`src/design/cfhs_pkg.sv`:
```
// package for the coarse/fine homing sequencer: types, widths, codes and reset values
`default_nettype none

package cfhs_pkg;

    // default parameter values
    localparam int ANGLE_WIDTH_DEF = 16;
    localparam int COUNT_WIDTH_DEF = 11;

    // fixed field widths
    localparam int FIELD_W   = 16;
    localparam int SPEED_W   = 7;
    localparam int LIMIT_W   = 15;
    localparam int TICKS_W   = 10;
    localparam int SETPT_W   = 8;
    localparam int PCODE_W   = 3;
    localparam int CFG_IDX_W = 3;
    localparam int CFG_DAT_W = 15;

    // stream payload widths, padded to whole bytes
    localparam int IN_DATA_W  = 40;
    localparam int OUT_DATA_W = 32;

    // register indexes
    localparam logic [CFG_IDX_W-1:0] REG_COARSE_SPEED = 3'd0;
    localparam logic [CFG_IDX_W-1:0] REG_FINE_SPEED   = 3'd1;
    localparam logic [CFG_IDX_W-1:0] REG_COARSE_LIMIT = 3'd2;
    localparam logic [CFG_IDX_W-1:0] REG_FINE_LIMIT   = 3'd3;
    localparam logic [CFG_IDX_W-1:0] REG_SETTLE_TICKS = 3'd4;
    localparam logic [CFG_IDX_W-1:0] REG_CLEAR_TICKS  = 3'd5;

    // register reset values
    localparam logic [SPEED_W-1:0] RST_COARSE_SPEED = 7'd30;
    localparam logic [SPEED_W-1:0] RST_FINE_SPEED   = 7'd2;
    localparam logic [LIMIT_W-1:0] RST_COARSE_LIMIT = 15'd180;
    localparam logic [LIMIT_W-1:0] RST_FINE_LIMIT   = 15'd10;
    localparam logic [TICKS_W-1:0] RST_SETTLE_TICKS = 10'd500;
    localparam logic [TICKS_W-1:0] RST_CLEAR_TICKS  = 10'd10;

    // reported phase codes
    localparam logic [PCODE_W-1:0] PCODE_COARSE  = 3'd0;
    localparam logic [PCODE_W-1:0] PCODE_SETTLE1 = 3'd1;
    localparam logic [PCODE_W-1:0] PCODE_FINE    = 3'd2;
    localparam logic [PCODE_W-1:0] PCODE_SETTLE2 = 3'd3;
    localparam logic [PCODE_W-1:0] PCODE_DONE    = 3'd4;

    // sequencer phase, one-hot
    typedef enum logic [4:0] {
        PH_COARSE  = 5'b00001,
        PH_SETTLE1 = 5'b00010,
        PH_FINE    = 5'b00100,
        PH_SETTLE2 = 5'b01000,
        PH_DONE    = 5'b10000
    } t_phase;

endpackage

`default_nettype wire

```
`src/design/coarse_fine_homing_sequencer_top.sv`:
```
// top level of the coarse/fine homing sequencer
`default_nettype none

// homing sequencer for a steered motor, fed one control tick per request
//  - slave stream: one request per millisecond tick carrying the home switch
//    level, the wheel angle and the commanded position
//  - master stream: one result request per tick with loop mode, setpoints,
//    encoder-clear and limit-zero strobes, homed flag and the phase shown
//  - config port: plain write port, register index and data, written while idle
// phases: coarse sweep, settle then clear, fine sweep, settle then clear, done
// home is taken only when the switch reads low on two consecutive ticks
// the result is registered, so it appears in the cycle after the tick is taken
// throughput: one tick per cycle while each result is taken; the whole step is a few
//   compares, small adders and the wait counter between the tick and the result register
// a stalled receiver holds the result register; a new tick is still taken in
//   the cycle the held result leaves, so ready only drops while a result waits
//   and the receiver is not taking it
// reset (synchronous, active low) returns to coarse sweep in the positive
//   direction, restores the register defaults and empties the result register
module coarse_fine_homing_sequencer_top
    import cfhs_pkg::*;
#(
    parameter int ANGLE_WIDTH = ANGLE_WIDTH_DEF,
    parameter int COUNT_WIDTH = COUNT_WIDTH_DEF
) (
    input  wire logic                  i_clk,
    input  wire logic                  i_rst_n,
    // config write port
    input  wire logic                  i_cfg_we,
    input  wire logic [CFG_IDX_W-1:0]  i_cfg_addr,
    input  wire logic [CFG_DAT_W-1:0]  i_cfg_wdata,
    // tick requests
    input  wire logic                  i_s_axis_tvalid,
    output logic                       o_s_axis_tready,
    // tdata from bit 0: home_level[0], angle_deg[16:1], cmd_position[32:17], zero pad
    input  wire logic [IN_DATA_W-1:0]  i_s_axis_tdata,
    // result requests
    output logic                       o_m_axis_tvalid,
    input  wire logic                  i_m_axis_tready,
    // tdata from bit 0: position_mode[0], speed_target[8:1], position_target[24:9],
    // encoder_clear[25], limits_zero[26], homed[27], phase[30:28], zero pad[31]
    output logic [OUT_DATA_W-1:0]      o_m_axis_tdata
);

    // only the low bits of the angle fields that fit the angle width are used
    localparam int IN_W    = (ANGLE_WIDTH < FIELD_W) ? ANGLE_WIDTH : FIELD_W;
    localparam int CMP_W   = (COUNT_WIDTH > TICKS_W + 1) ? COUNT_WIDTH : TICKS_W + 1;
    localparam int ANG_X_W = FIELD_W + 1;

    // configuration registers
    logic [SPEED_W-1:0] r_coarse_speed;
    logic [SPEED_W-1:0] r_fine_speed;
    logic [LIMIT_W-1:0] r_coarse_limit;
    logic [LIMIT_W-1:0] r_fine_limit;
    logic [TICKS_W-1:0] r_settle_ticks;
    logic [TICKS_W-1:0] r_clear_ticks;

    // sequencer state
    t_phase                   r_phase,      n_phase;
    logic                     r_dir,        n_dir;
    logic                     r_home_prev;
    logic [COUNT_WIDTH-1:0]   r_wait,       n_wait;
    logic [IN_W-1:0]          r_held_pos,   n_held_pos;
    logic [SETPT_W-1:0]       r_held_speed, n_held_speed;

    // result register
    logic                     r_out_valid;
    logic [OUT_DATA_W-1:0]    r_out_data, n_out_data;

    logic                     w_accept;
    logic                     w_level;
    logic [IN_W-1:0]          w_angle_raw;
    logic [IN_W-1:0]          w_cmd_raw;
    logic signed [ANG_X_W-1:0] w_angle;
    logic signed [ANG_X_W-1:0] w_c_lim;
    logic signed [ANG_X_W-1:0] w_f_lim;
    logic                     w_at_home;
    logic                     w_dir_coarse;
    logic                     w_dir_fine;
    logic [COUNT_WIDTH-1:0]   w_wait_cur;
    logic [COUNT_WIDTH-1:0]   w_wait_inc;
    logic [CMP_W-1:0]         w_wait_end;

    logic                     w_pmode;
    logic [SETPT_W-1:0]       w_speed;
    logic [FIELD_W-1:0]       w_pos;
    logic                     w_strobe;
    logic                     w_homed;
    logic [PCODE_W-1:0]       w_pcode;

    // a new tick goes in whenever the result register is free or draining
    assign o_s_axis_tready = !r_out_valid || i_m_axis_tready;
    assign w_accept        = i_s_axis_tvalid && o_s_axis_tready;

    assign w_level     = i_s_axis_tdata[0];
    assign w_angle_raw = i_s_axis_tdata[1 +: IN_W];
    assign w_cmd_raw   = i_s_axis_tdata[1 + FIELD_W +: IN_W];
    assign w_angle     = ANG_X_W'($signed(w_angle_raw));
    assign w_c_lim     = $signed({2'b00, r_coarse_limit});
    assign w_f_lim     = $signed({2'b00, r_fine_limit});

    // confirmed home: low now and on the previous tick
    assign w_at_home = !w_level && !r_home_prev;

    // reversal beyond either limit, else keep the current direction
    always_comb begin
        w_dir_coarse = r_dir;
        if (w_angle > w_c_lim) begin
            w_dir_coarse = 1'b1;
        end else if (w_angle < -w_c_lim) begin
            w_dir_coarse = 1'b0;
        end
        w_dir_fine = r_dir;
        if (w_angle > w_f_lim) begin
            w_dir_fine = 1'b1;
        end else if (w_angle < -w_f_lim) begin
            w_dir_fine = 1'b0;
        end
    end

    assign w_wait_end = CMP_W'(r_settle_ticks) + CMP_W'(r_clear_ticks);

    // one tick of the sequence
    always_comb begin
        n_phase      = r_phase;
        n_dir        = r_dir;
        n_wait       = r_wait;
        n_held_pos   = r_held_pos;
        n_held_speed = r_held_speed;
        w_pmode      = 1'b0;
        w_speed      = '0;
        w_pos        = '0;
        w_strobe     = 1'b0;
        w_homed      = 1'b0;
        w_pcode      = PCODE_DONE;

        // capture on home in either sweep; this tick is already a settle tick
        unique case (r_phase) inside
            PH_COARSE: begin
                if (w_at_home) begin
                    n_held_pos = w_angle_raw;
                    n_phase    = PH_SETTLE1;
                    n_wait     = '0;
                end
            end
            PH_FINE: begin
                if (w_at_home) begin
                    n_held_pos = w_angle_raw;
                    n_phase    = PH_SETTLE2;
                    n_wait     = '0;
                end
            end
            PH_SETTLE1, PH_SETTLE2: begin
            end
            default: begin
                // unreachable codes behave as done
                n_phase = PH_DONE;
            end
        endcase

        w_wait_cur = n_wait;
        w_wait_inc = (w_wait_cur == '1) ? w_wait_cur : w_wait_cur + 1'b1;

        unique case (n_phase) inside
            PH_COARSE: begin
                w_pcode      = PCODE_COARSE;
                n_dir        = w_dir_coarse;
                n_held_speed = w_dir_coarse ? SETPT_W'(8'sd0 - $signed({1'b0, r_coarse_speed}))
                                            : {1'b0, r_coarse_speed};
                w_speed      = n_held_speed;
            end
            PH_FINE: begin
                w_pcode = PCODE_FINE;
                // the sweep only moves on while the switch reads high
                if (w_level) begin
                    n_dir        = w_dir_fine;
                    n_held_speed = w_dir_fine ? SETPT_W'(8'sd0 - $signed({1'b0, r_fine_speed}))
                                              : {1'b0, r_fine_speed};
                end
                w_speed = n_held_speed;
            end
            PH_SETTLE1, PH_SETTLE2: begin
                w_pcode = (n_phase == PH_SETTLE1) ? PCODE_SETTLE1 : PCODE_SETTLE2;
                w_pmode = 1'b1;
                if (CMP_W'(w_wait_cur) < CMP_W'(r_settle_ticks)) begin
                    w_pos = FIELD_W'(n_held_pos);
                end else begin
                    w_strobe = 1'b1;
                end
                n_wait = w_wait_inc;
                if (CMP_W'(w_wait_inc) >= w_wait_end) begin
                    n_phase    = (n_phase == PH_SETTLE1) ? PH_FINE : PH_DONE;
                    n_wait     = '0;
                    n_held_pos = '0;
                end
            end
            default: begin
                w_pcode = PCODE_DONE;
                w_pmode = 1'b1;
                w_homed = 1'b1;
                w_pos   = FIELD_W'(w_cmd_raw);
            end
        endcase

        n_out_data = {1'b0, w_pcode, w_homed, w_strobe, w_strobe, w_pos, w_speed, w_pmode};
    end

    // configuration writes
    always_ff @(posedge i_clk) begin
        if (!i_rst_n) begin
            r_coarse_speed <= RST_COARSE_SPEED;
            r_fine_speed   <= RST_FINE_SPEED;
            r_coarse_limit <= RST_COARSE_LIMIT;
            r_fine_limit   <= RST_FINE_LIMIT;
            r_settle_ticks <= RST_SETTLE_TICKS;
            r_clear_ticks  <= RST_CLEAR_TICKS;
        end else if (i_cfg_we) begin
            unique case (i_cfg_addr)
                REG_COARSE_SPEED: r_coarse_speed <= i_cfg_wdata[SPEED_W-1:0];
                REG_FINE_SPEED:   r_fine_speed   <= i_cfg_wdata[SPEED_W-1:0];
                REG_COARSE_LIMIT: r_coarse_limit <= i_cfg_wdata[LIMIT_W-1:0];
                REG_FINE_LIMIT:   r_fine_limit   <= i_cfg_wdata[LIMIT_W-1:0];
                REG_SETTLE_TICKS: r_settle_ticks <= i_cfg_wdata[TICKS_W-1:0];
                REG_CLEAR_TICKS:  r_clear_ticks  <= i_cfg_wdata[TICKS_W-1:0];
                default: begin
                end
            endcase
        end
    end

    // sequencer state, advanced once per accepted tick
    always_ff @(posedge i_clk) begin
        if (!i_rst_n) begin
            r_phase      <= PH_COARSE;
            r_dir        <= 1'b0;
            r_home_prev  <= 1'b1;
            r_wait       <= '0;
            r_held_pos   <= '0;
            r_held_speed <= '0;
        end else if (w_accept) begin
            r_phase      <= n_phase;
            r_dir        <= n_dir;
            r_home_prev  <= w_level;
            r_wait       <= n_wait;
            r_held_pos   <= n_held_pos;
            r_held_speed <= n_held_speed;
        end
    end

    // result register
    always_ff @(posedge i_clk) begin
        if (!i_rst_n) begin
            r_out_valid <= 1'b0;
        end else if (w_accept) begin
            r_out_valid <= 1'b1;
        end else if (i_m_axis_tready) begin
            r_out_valid <= 1'b0;
        end
    end

    always_ff @(posedge i_clk) begin
        if (w_accept) begin
            r_out_data <= n_out_data;
        end
    end

    assign o_m_axis_tvalid = r_out_valid;
    assign o_m_axis_tdata  = r_out_data;

endmodule

`default_nettype wire
```
`config.mk`:
```
export PLATFORM = sky130hd
export DESIGN_NAME = coarse_fine_homing_sequencer_top
export DESIGN_NICKNAME = d
export VERILOG_FILES = /design/src/design/cfhs_pkg.sv /design/src/design/coarse_fine_homing_sequencer_top.sv
export SDC_FILE = /design/constraint.sdc
export NUM_CORES = 1
export LEC_CHECK = 0
export ABC_CLOCK_PERIOD_IN_PS = 6300
export BUFFER_PORTS_ARGS = -buffer_cell sky130_fd_sc_hd__buf_4
export CORE_MARGIN = 2
export CORE_UTILIZATION = 46
export DETAILED_ROUTE_END_ITERATION = 16
export GPL_TIMING_DRIVEN = 1
export PLACE_DENSITY = 0.65
export SLEW_MARGIN = 20
export SYNTH_ARGS = -nofsm -noshare
export SYNTH_HDL_FRONTEND = slang
export SYNTH_SLANG_ARGS = --single-unit
export TNS_END_PERCENT = 20
```
`constraint.sdc`:
```
create_clock -name i_clk -period 6.3 [get_ports i_clk]
set_input_delay 0.63 -clock i_clk [delete_from_list [all_inputs] [get_ports i_clk]]
set_output_delay 0.63 -clock i_clk [all_outputs]
set_load 0.005 [all_outputs]
```
==> metrics.csv, run 1 <==
stage;metric;value;unit
sta;Slew Viols, Final;0;
die;row count;50;
critical_path;Reg2Reg Launch Point;r_phase[3];
critical_path;critical path class;flip-flop to flip-flop;
sta;min Tclk post-route;5090;ps
sta;Fin. Hold Viols;0;
critical_path;CP arrival;5450;ps
cells_and_area;P&R area growth vs syn;16.2;%
critical_path;reg2reg path depth;20;
die;Top Ports;97;
cells_and_area;Multi-input gate area;5430;um^2
global_routing;vias in the first global route;7070;
routing;routed vias;7725;
clock_network;clk buf depth;2;
hold_path;worst hold path type;input pin to flip-flop;
clock_network;H-tree Lvls;4;
yosys;post-synth top area share;24.0;%
yosys;commonest register cell after synthesis;dfxtp_1;
placement;DPL Wire Length;17.0;mm
critical_path;crit path to;r_held_pos[7];
routing;DRC Markers;0;
routing;DR pass1 iterations;5;
placement;RePlAce Congestion;0.899;
clock_network;Clk Latency, worst-skew pair;420;ps
pwr;PD cells;229;nW/um^2
die;Die Span Y;143;um
yosys;Syn Nets;1223;
clock_network;Reg clk slew, reported paths;60;ps
global_routing;Remaining Overflow, GRT;0;
critical_path;crit path from;r_phase[3];
pwr;Max IR drop VDD;182;uV
die;Die ar.;20500;um^2
placement;IO buf count;88;
pwr;final total power;0.00238;W
cells_and_area;commonest non-fill, non-tap cell in the layout;nand2_1;
yosys;FFs w/ async S/R, synth;0;%
clock_network;Inserted Clock Buffers;17;
clock_network;hold-fix buffers at CTS;0;
clock_network;# clock sinks;137;
yosys;dominant cells by area after synthesis;dfxtp_1, ha_1, edfxtp_1, nand2_1, xnor2_1;
global_routing;initial antenna violation count;0;
pwr;Lkg Pwr;4.47;nW
critical_path;startpoint types;flip-flop;
sta;RSZ-0062 raised after global routing;no;
sta;Setup violations, final;0;
yosys;YS warnings;0;
sta;Setup Skew;9.05;ps
routing;Routed WL;23.0;mm
cells_and_area;Layout fillers;1821;
job;MaxCap Viol Count;0;
critical_path;crit path capture type;flip-flop;
status;status;finished clean;
die;Core Region;18900;um^2
critical_path;Max FO, Critical Path;18;
yosys;sequential element share of the synthesized area;34.1;%
critical_path;Max stage delay cell, worst path;or3_1;
critical_path;worst endpoint required time;6660;ps
critical_path;cell chain of the critical path;or3_4 -> or3_1 -> nand2_1 -> inv_1 -> ha_1 -> nand4_1 -> nor3_1 -> and3_4 -> nand2_8 -> nand4_4 -> nor4_4 -> xor2_2 -> ha_1 -> a211oi_1 -> nand3_1 -> o211ai_1 -> nor2_1 -> o21ai_0 -> and2_1 -> a22o_1;
global_routing;first-pass GRT wire length;37.1;mm
sta;Least-Margin Pin Slew;875;ps
placement;pre-CTS WS;856;ps
clock_network;Root Buffer Master;clkbuf_16;
global_routing;Total Routing Usage GR;23.1;%
global_routing;largest net degree at the start of global routing;94;
critical_path;CP dominant cell by count;ha_1;
routing;routed vias/inst;5.49;
yosys;mapped cell area;8920;um^2
critical_path;RR Endpoint;r_held_pos[7];
cells_and_area;share of layout cells above drive strength 1;12.0;%
sta;post-route setup slack;1210;ps
clock_network;postcts setup bufs;0;
sta;Sum Neg Setup Slack;0;ps
yosys;Post-Syn Instances;1062;
yosys;Mean Syn Cell Area;8.40;um^2
routing;DR iter-0 viols;494;
sta;Tcrit/Tclk final;80.7;%
cells_and_area;Nets;1294;
yosys;post-synthesis cell type count;64;
critical_path;r2r setup slk;1210;ps
yosys;cell taking the most area after synthesis;dfxtp_1;
routing;WL per Instance;16.3;um
cells_and_area;ant diodes;0;
die;Chip Width;143;um
cells_and_area;most frequent cells in the layout;nand2_1, dfxtp_1, ha_1;
sta;FMAX;0.197;GHz
critical_path;max incr delay on CP;670;ps
die;Initial Util;47.2;%
sta;headroom to the max-slew limit;41.7;%
yosys;Post-synth EDFFs;30;
routing;Final ANT Viol Nets;0;
yosys;Seq cells post-synth;137;
clock_network;clock tree from TritonCTS;yes;
clock_network;post_cts resized;0;
cells_and_area;Sequential Area;3040;um^2
sequential cells by signal, indices dropped and copies added (netlist names):
register,flops
o_m_axis_tdata,30
o_m_axis_tvalid,1
r_clear_ticks,10
r_coarse_limit,15
r_coarse_speed,7
r_dir,1
r_fine_limit,15
r_fine_speed,7
r_held_pos,16
r_held_speed,8
r_home_prev,1
r_phase,5
r_settle_ticks,10
r_wait,11
where the power goes:
| group | internal, W | total [W] | switching [W] |
|---|---|---|---|
| logic | 0.000156 | 0.000369 | 0.000213 |
| registers | 0.000951 | 0.000979 | 0.0000277 |
| clock network | 0.000622 | 0.00103 | 0.000407 |
per-layer routing:
layer	vias up	routed length [um]	global-route usage (%)
li1	3884	-	-
met1	3639	11700	33.9
met2	176	9990	35.2
met3	26	1010	3.22
met4	0	327	6.55
met5	-	0	0
critical path: cells and delay by family (launching register included):
family                     cells  cell delay [ps]
buffers and inverters          1               90
AOI/OAI and AO/OA              4              970
and+or+nand+nor               12             3010
DFF                            1              390
xor gates and xnor gates       1              110
adders and majority gates      2              450
logic make-up after synthesis:
| group | after synthesis | share of synthesized area (%) |
|---|---|---|
| buf+inv | 114 | 5.13 |
| mux | 25 | 2.80 |
| other cells | 1 | 0.0420 |
| fa+ha+maj | 98 | 13.8 |
| compound gates | 253 | 18.9 |
| simple gates | 381 | 19.9 |
| xor+xnor | 53 | 5.29 |
| flops | 137 | 34.1 |
worst min-delay path by stage:
stage / startpoint / to / slack (ps) / depth (start not counted)
after CTS: i_s_axis_tdata[1] / r_held_pos[0] / 440 / 2
final: i_s_axis_tdata[1] / r_held_pos[0] / 450 / 2
after floorplan: r_held_pos[10] / r_held_pos[10] / 440 / 1
after global routing: i_s_axis_tdata[1] / r_held_pos[0] / 440 / 2
after global placement: r_held_pos[2] / r_held_pos[2] / 460 / 1
after detailed placement: r_held_pos[4] / r_held_pos[4] / 460 / 1
area by class of cell:
| class | instances | share of cell area (%) |
|---|---|---|
| multi-input cells | 811 | 52.4 |
| flip-flops and latches | 137 | 29.4 |
| repair buffers | 92 | 6.66 |
| clock buffers | 17 | 4.10 |
| well taps | 260 | 3.14 |
| inverters | 74 | 2.68 |
| clock inverters | 15 | 1.68 |
metrics by stage:
step | utilization (%) | area [um^2] | instances | hold slack (ps)
after floorplan | - | 8920 | 1062 | 442
after global placement | 51.7 | 9760 | 1374 | 455
after detailed placement | 51.7 | 9760 | 1374 | 456
after CTS | 54.9 | 10400 | 1406 | 437
after global routing | 54.9 | 10400 | 1406 | 441
final | 54.9 | 10400 | 1406 | 454
Yosys cell counts, drive strengths merged (8+ instances only):
library cell / instances
o21ai: 62
buf: 13
dfxtp: 107
nor2b: 15
nor4: 15
ha: 97
edfxtp: 30
nand2: 187
xor2: 13
nand2b: 8
nor3: 20
nand3: 27
a211oi: 8
clkbuf: 27
a21o: 16
a22o: 16
o211ai: 20
a21oi: 43
a21boi: 46
nand4: 19
mux2i: 25
a31oi: 10
xnor2: 40
inv: 74
nor2: 62
No activity file was read; power rests on OpenSTA's default activity.
==> run 2: changes to the inputs <==
--- a/config.mk
+++ b/config.mk
@@ -5,13 +5,13 @@
 export SDC_FILE = /design/constraint.sdc
 export NUM_CORES = 1
 export LEC_CHECK = 0
-export ABC_CLOCK_PERIOD_IN_PS = 6300
+export ABC_CLOCK_PERIOD_IN_PS = 4200
 export BUFFER_PORTS_ARGS = -buffer_cell sky130_fd_sc_hd__buf_4
 export CORE_MARGIN = 2
 export CORE_UTILIZATION = 46
 export DETAILED_ROUTE_END_ITERATION = 16
 export GPL_TIMING_DRIVEN = 1
-export PLACE_DENSITY = 0.65
+export PLACE_DENSITY = 0.68
 export SLEW_MARGIN = 20
 export SYNTH_ARGS = -nofsm -noshare
 export SYNTH_HDL_FRONTEND = slang
==> constraint.sdc (replaced) <==
create_clock -name i_clk -period 4.2 [get_ports i_clk]
set_input_delay 0.42 -clock i_clk [delete_from_list [all_inputs] [get_ports i_clk]]
set_output_delay 0.42 -clock i_clk [all_outputs]
set_load 0.005 [all_outputs]
==> run 2 against run 1 <==
  * Non-clock buffer count increased by 32
  * Global-route usage decreased by 0.77 points
  * Clock skew increased by 1.9 ps
  * Sequential power increased by 49%
  * Final cell count increased by 2.3%
  * Via count increased by 0.48%
  * Routed wire length decreased by 2.4%
  * Clock power increased by 38%
  * Largest power group is now registers
  * Highest routed layer unchanged
==> metrics.csv, run 2 (synthesis results as in run 1) <==
stage;metric;value;unit;change
status;status;finished clean;;unchanged
critical_path;critical path class;flip-flop to flip-flop;;unchanged
pwr;Lkg Pwr;4.66;nW;was 4.47 nW
hold_path;worst min-delay path startpoint;i_s_axis_tdata[1];;unchanged
routing;Final ANT Viol Nets;0;;unchanged
routing;routed vias;7762;;was 7,725
die;Chip Width;143;um;unchanged
global_routing;initial antenna violation count;0;;unchanged
die;row count;50;;unchanged
cells_and_area;share of layout cells above drive strength 1;15.6;%;was 12.0%
hold_path;Hold EP;r_held_pos[0];;unchanged
die;Core Region;18900;um^2;unchanged
cells_and_area;Nets;1327;;was 1,294
die;Die ar.;20500;um^2;unchanged
placement;dpl cells;1399;;was 1,374
global_routing;vias in the first global route;7429;;was 7,070
placement;DPL Wire Length;16.7;mm;was 17.0 mm
job;MaxCap Viol Count;0;;unchanged
sta;min Tclk post-route;3990;ps;was 5090 ps
hold_path;Hold Crit Depth;2;;unchanged
critical_path;CP arrival;4360;ps;was 5450 ps
critical_path;reg2reg path depth;22;;was 20
critical_path;RR Endpoint;r_held_pos[4];;was r_held_pos[7]
clock_network;Reg clk slew, reported paths;60;ps;about the same
sta;FMAX;0.251;GHz;was 0.197 GHz
global_routing;Remaining Overflow, GRT;0;;unchanged
clock_network;Clk Latency, worst-skew pair;430;ps;was 420 ps
placement;RePlAce Congestion;0.884;;was 0.899
sta;Sum Neg Setup Slack;0;ps;unchanged
routing;DRC Markers;0;;unchanged
sta;Setup Skew;10.9;ps;was 9.05 ps
routing;DR iter-0 viols;506;;was 494
cells_and_area;final instance area;10700;um^2;was 10,400 um^2
critical_path;r2r setup slk;210;ps;was 1210 ps
global_routing;largest net degree at the start of global routing;94;;unchanged
critical_path;Max FO, Critical Path;8;;was 18
clock_network;hold-fix buffers at CTS;0;;unchanged
clock_network;H-tree Lvls;4;;unchanged
sta;Least-Margin Pin Slew;849;ps;was 875 ps
pwr;PD cells;325;nW/um^2;was 229 nW/um^2
clock_network;Root Buffer Master;clkbuf_16;;unchanged
clock_network;clk buf depth;2;;unchanged
global_routing;first-pass GRT wire length;36.5;mm;was 37.1 mm
cells_and_area;commonest non-fill, non-tap cell in the layout;nand2_1;;unchanged
clock_network;clock tree from TritonCTS;yes;;unchanged
clock_network;Inserted Clock Buffers;17;;unchanged
cells_and_area;Non-Filler Instances;1439;;was 1,406
cells_and_area;ant diodes;0;;unchanged
die;Top Ports;97;;unchanged
critical_path;worst endpoint required time;4570;ps;was 6660 ps
cells_and_area;max FFs per register;30;;unchanged
sta;Tcrit/Tclk final;95.0;%;was 80.7%
sta;Fin. Hold Viols;0;;unchanged
die;Initial Util;47.2;%;unchanged
hold_path;worst hold path type;input pin to flip-flop;;unchanged
placement;Post-Place Cell Area;9960;um^2;was 9760 um^2
sta;Slew Viols, Final;0;;unchanged
sta;Setup violations, final;0;;unchanged
cells_and_area;most frequent cells in the layout;nand2_1, buf_4, dfxtp_1;;was nand2_1, dfxtp_1, ha_1
routing;routed vias/inst;5.39;;was 5.49
routing;Routed WL;22.4;mm;was 23.0 mm
critical_path;Reg2Reg Launch Point;r_phase[3];;unchanged
cells_and_area;P&R area growth vs syn;19.5;%;was 16.2%
critical_path;startpoint types;flip-flop;;unchanged
routing;DR pass1 iterations;5;;unchanged
routing;WL per Instance;15.6;um;was 16.3 um
global_routing;Total Routing Usage GR;22.3;%;was 23.1%
die;Die Span Y;143;um;unchanged
critical_path;crit path capture type;flip-flop;;unchanged
clock_network;# clock sinks;137;;unchanged
pwr;Max IR drop VDD;284;uV;was 182 uV
placement;IO buf count;88;;unchanged
sta;headroom to the max-slew limit;43.4;%;was 41.7%
critical_path;crit path from;r_phase[3];;unchanged
-- run 2: cell types whose count changed in the layout (fill, tap and decap cells not counted), sizes merged --
| cell | previous run | this run |
|---|---|---|
| buf | 92 | 123 |
| clkinv | 4 | 7 |
| bufinv | 3 | 1 |
| clkbuf | 17 | 19 |
| clkinvlp | 5 | 3 |
| nand2 | 187 | 188 |
-- run 2: final cells by class --
class                   count  area [um^2]
well taps                 260          325
multi-input cells         812         5500
clock inverters            14          125
repair buffers            124          966
fillers                  1801         8230
clock buffers              18          429
flip-flops and latches    137         3040
inverters                  74          278
-- run 2: worst max-delay path by stage --
stage                endpoint  slack, ps  depth (start not counted)
4_1_cts         r_held_pos[2]         80                         20
3_5_place_dp   r_held_pos[15]        -40                         22
2_1_floorplan   r_held_pos[0]          5                         24
6_report        r_held_pos[4]        210                         22
3_3_place_gp    r_held_pos[9]        -30                         22
5_1_grt         r_held_pos[4]        -60                         22
-- run 2: what timing repair did --
action / 4_1_cts / 5_1_grt
resized for setup: 0 / 22
endpoints found under the setup margin: 0 / 35
setup buffers: 0 / 4
-- run 2: metrics by stage --
stage | hold WS, ps | total power, W | setup WS [ps] | utilization, %
2_1_floorplan | 442 | 0.00183 | 5.09 | -
3_3_place_gp | 454 | 0.00205 | -26.1 | 52.7
3_5_place_dp | 457 | 0.00206 | -41.6 | 52.7
4_1_cts | 211 | 0.00347 | 78.6 | 55.7
5_1_grt | 222 | 0.00362 | -63.1 | 56.5
6_report | 228 | 0.00346 | 210 | 56.5
-- run 2: worst max-delay path, stage by stage (launching register included) --
cell,delay (ps)
dfxtp_1,310
or3_4,390
or3_4,390
nand2_2,70
inv_1,50
ha_2,180
nand4_1,110
nor3_1,70
and3_4,200
nand2_8,90
nand4_4,110
nor4_4,290
xor2_2,130
ha_2,200
a211oi_2,260
nand3_1,90
o211ai_1,160
buf_4,160
nor2_2,40
o21ai_1,140
and2_4,210
clkbuf_16,160
a22o_1,120
-- run 2: metal layers --
| metal | track usage, % | part of all wire [%] |
|---|---|---|
| met2 | 35.0 | 44 |
| met5 | 0 | 0 |
| met1 | 31.7 | 50 |
| met3 | 3.92 | 4.1 |
| met4 | 5.83 | 1.2 |
-- run 2: where the power goes --
part           switching (W)  internal, W  total [W]
clock network       0.000601     0.000816    0.00142
registers          0.0000380      0.00143    0.00146
logic               0.000325     0.000258   0.000583
total               0.000964      0.00250    0.00346
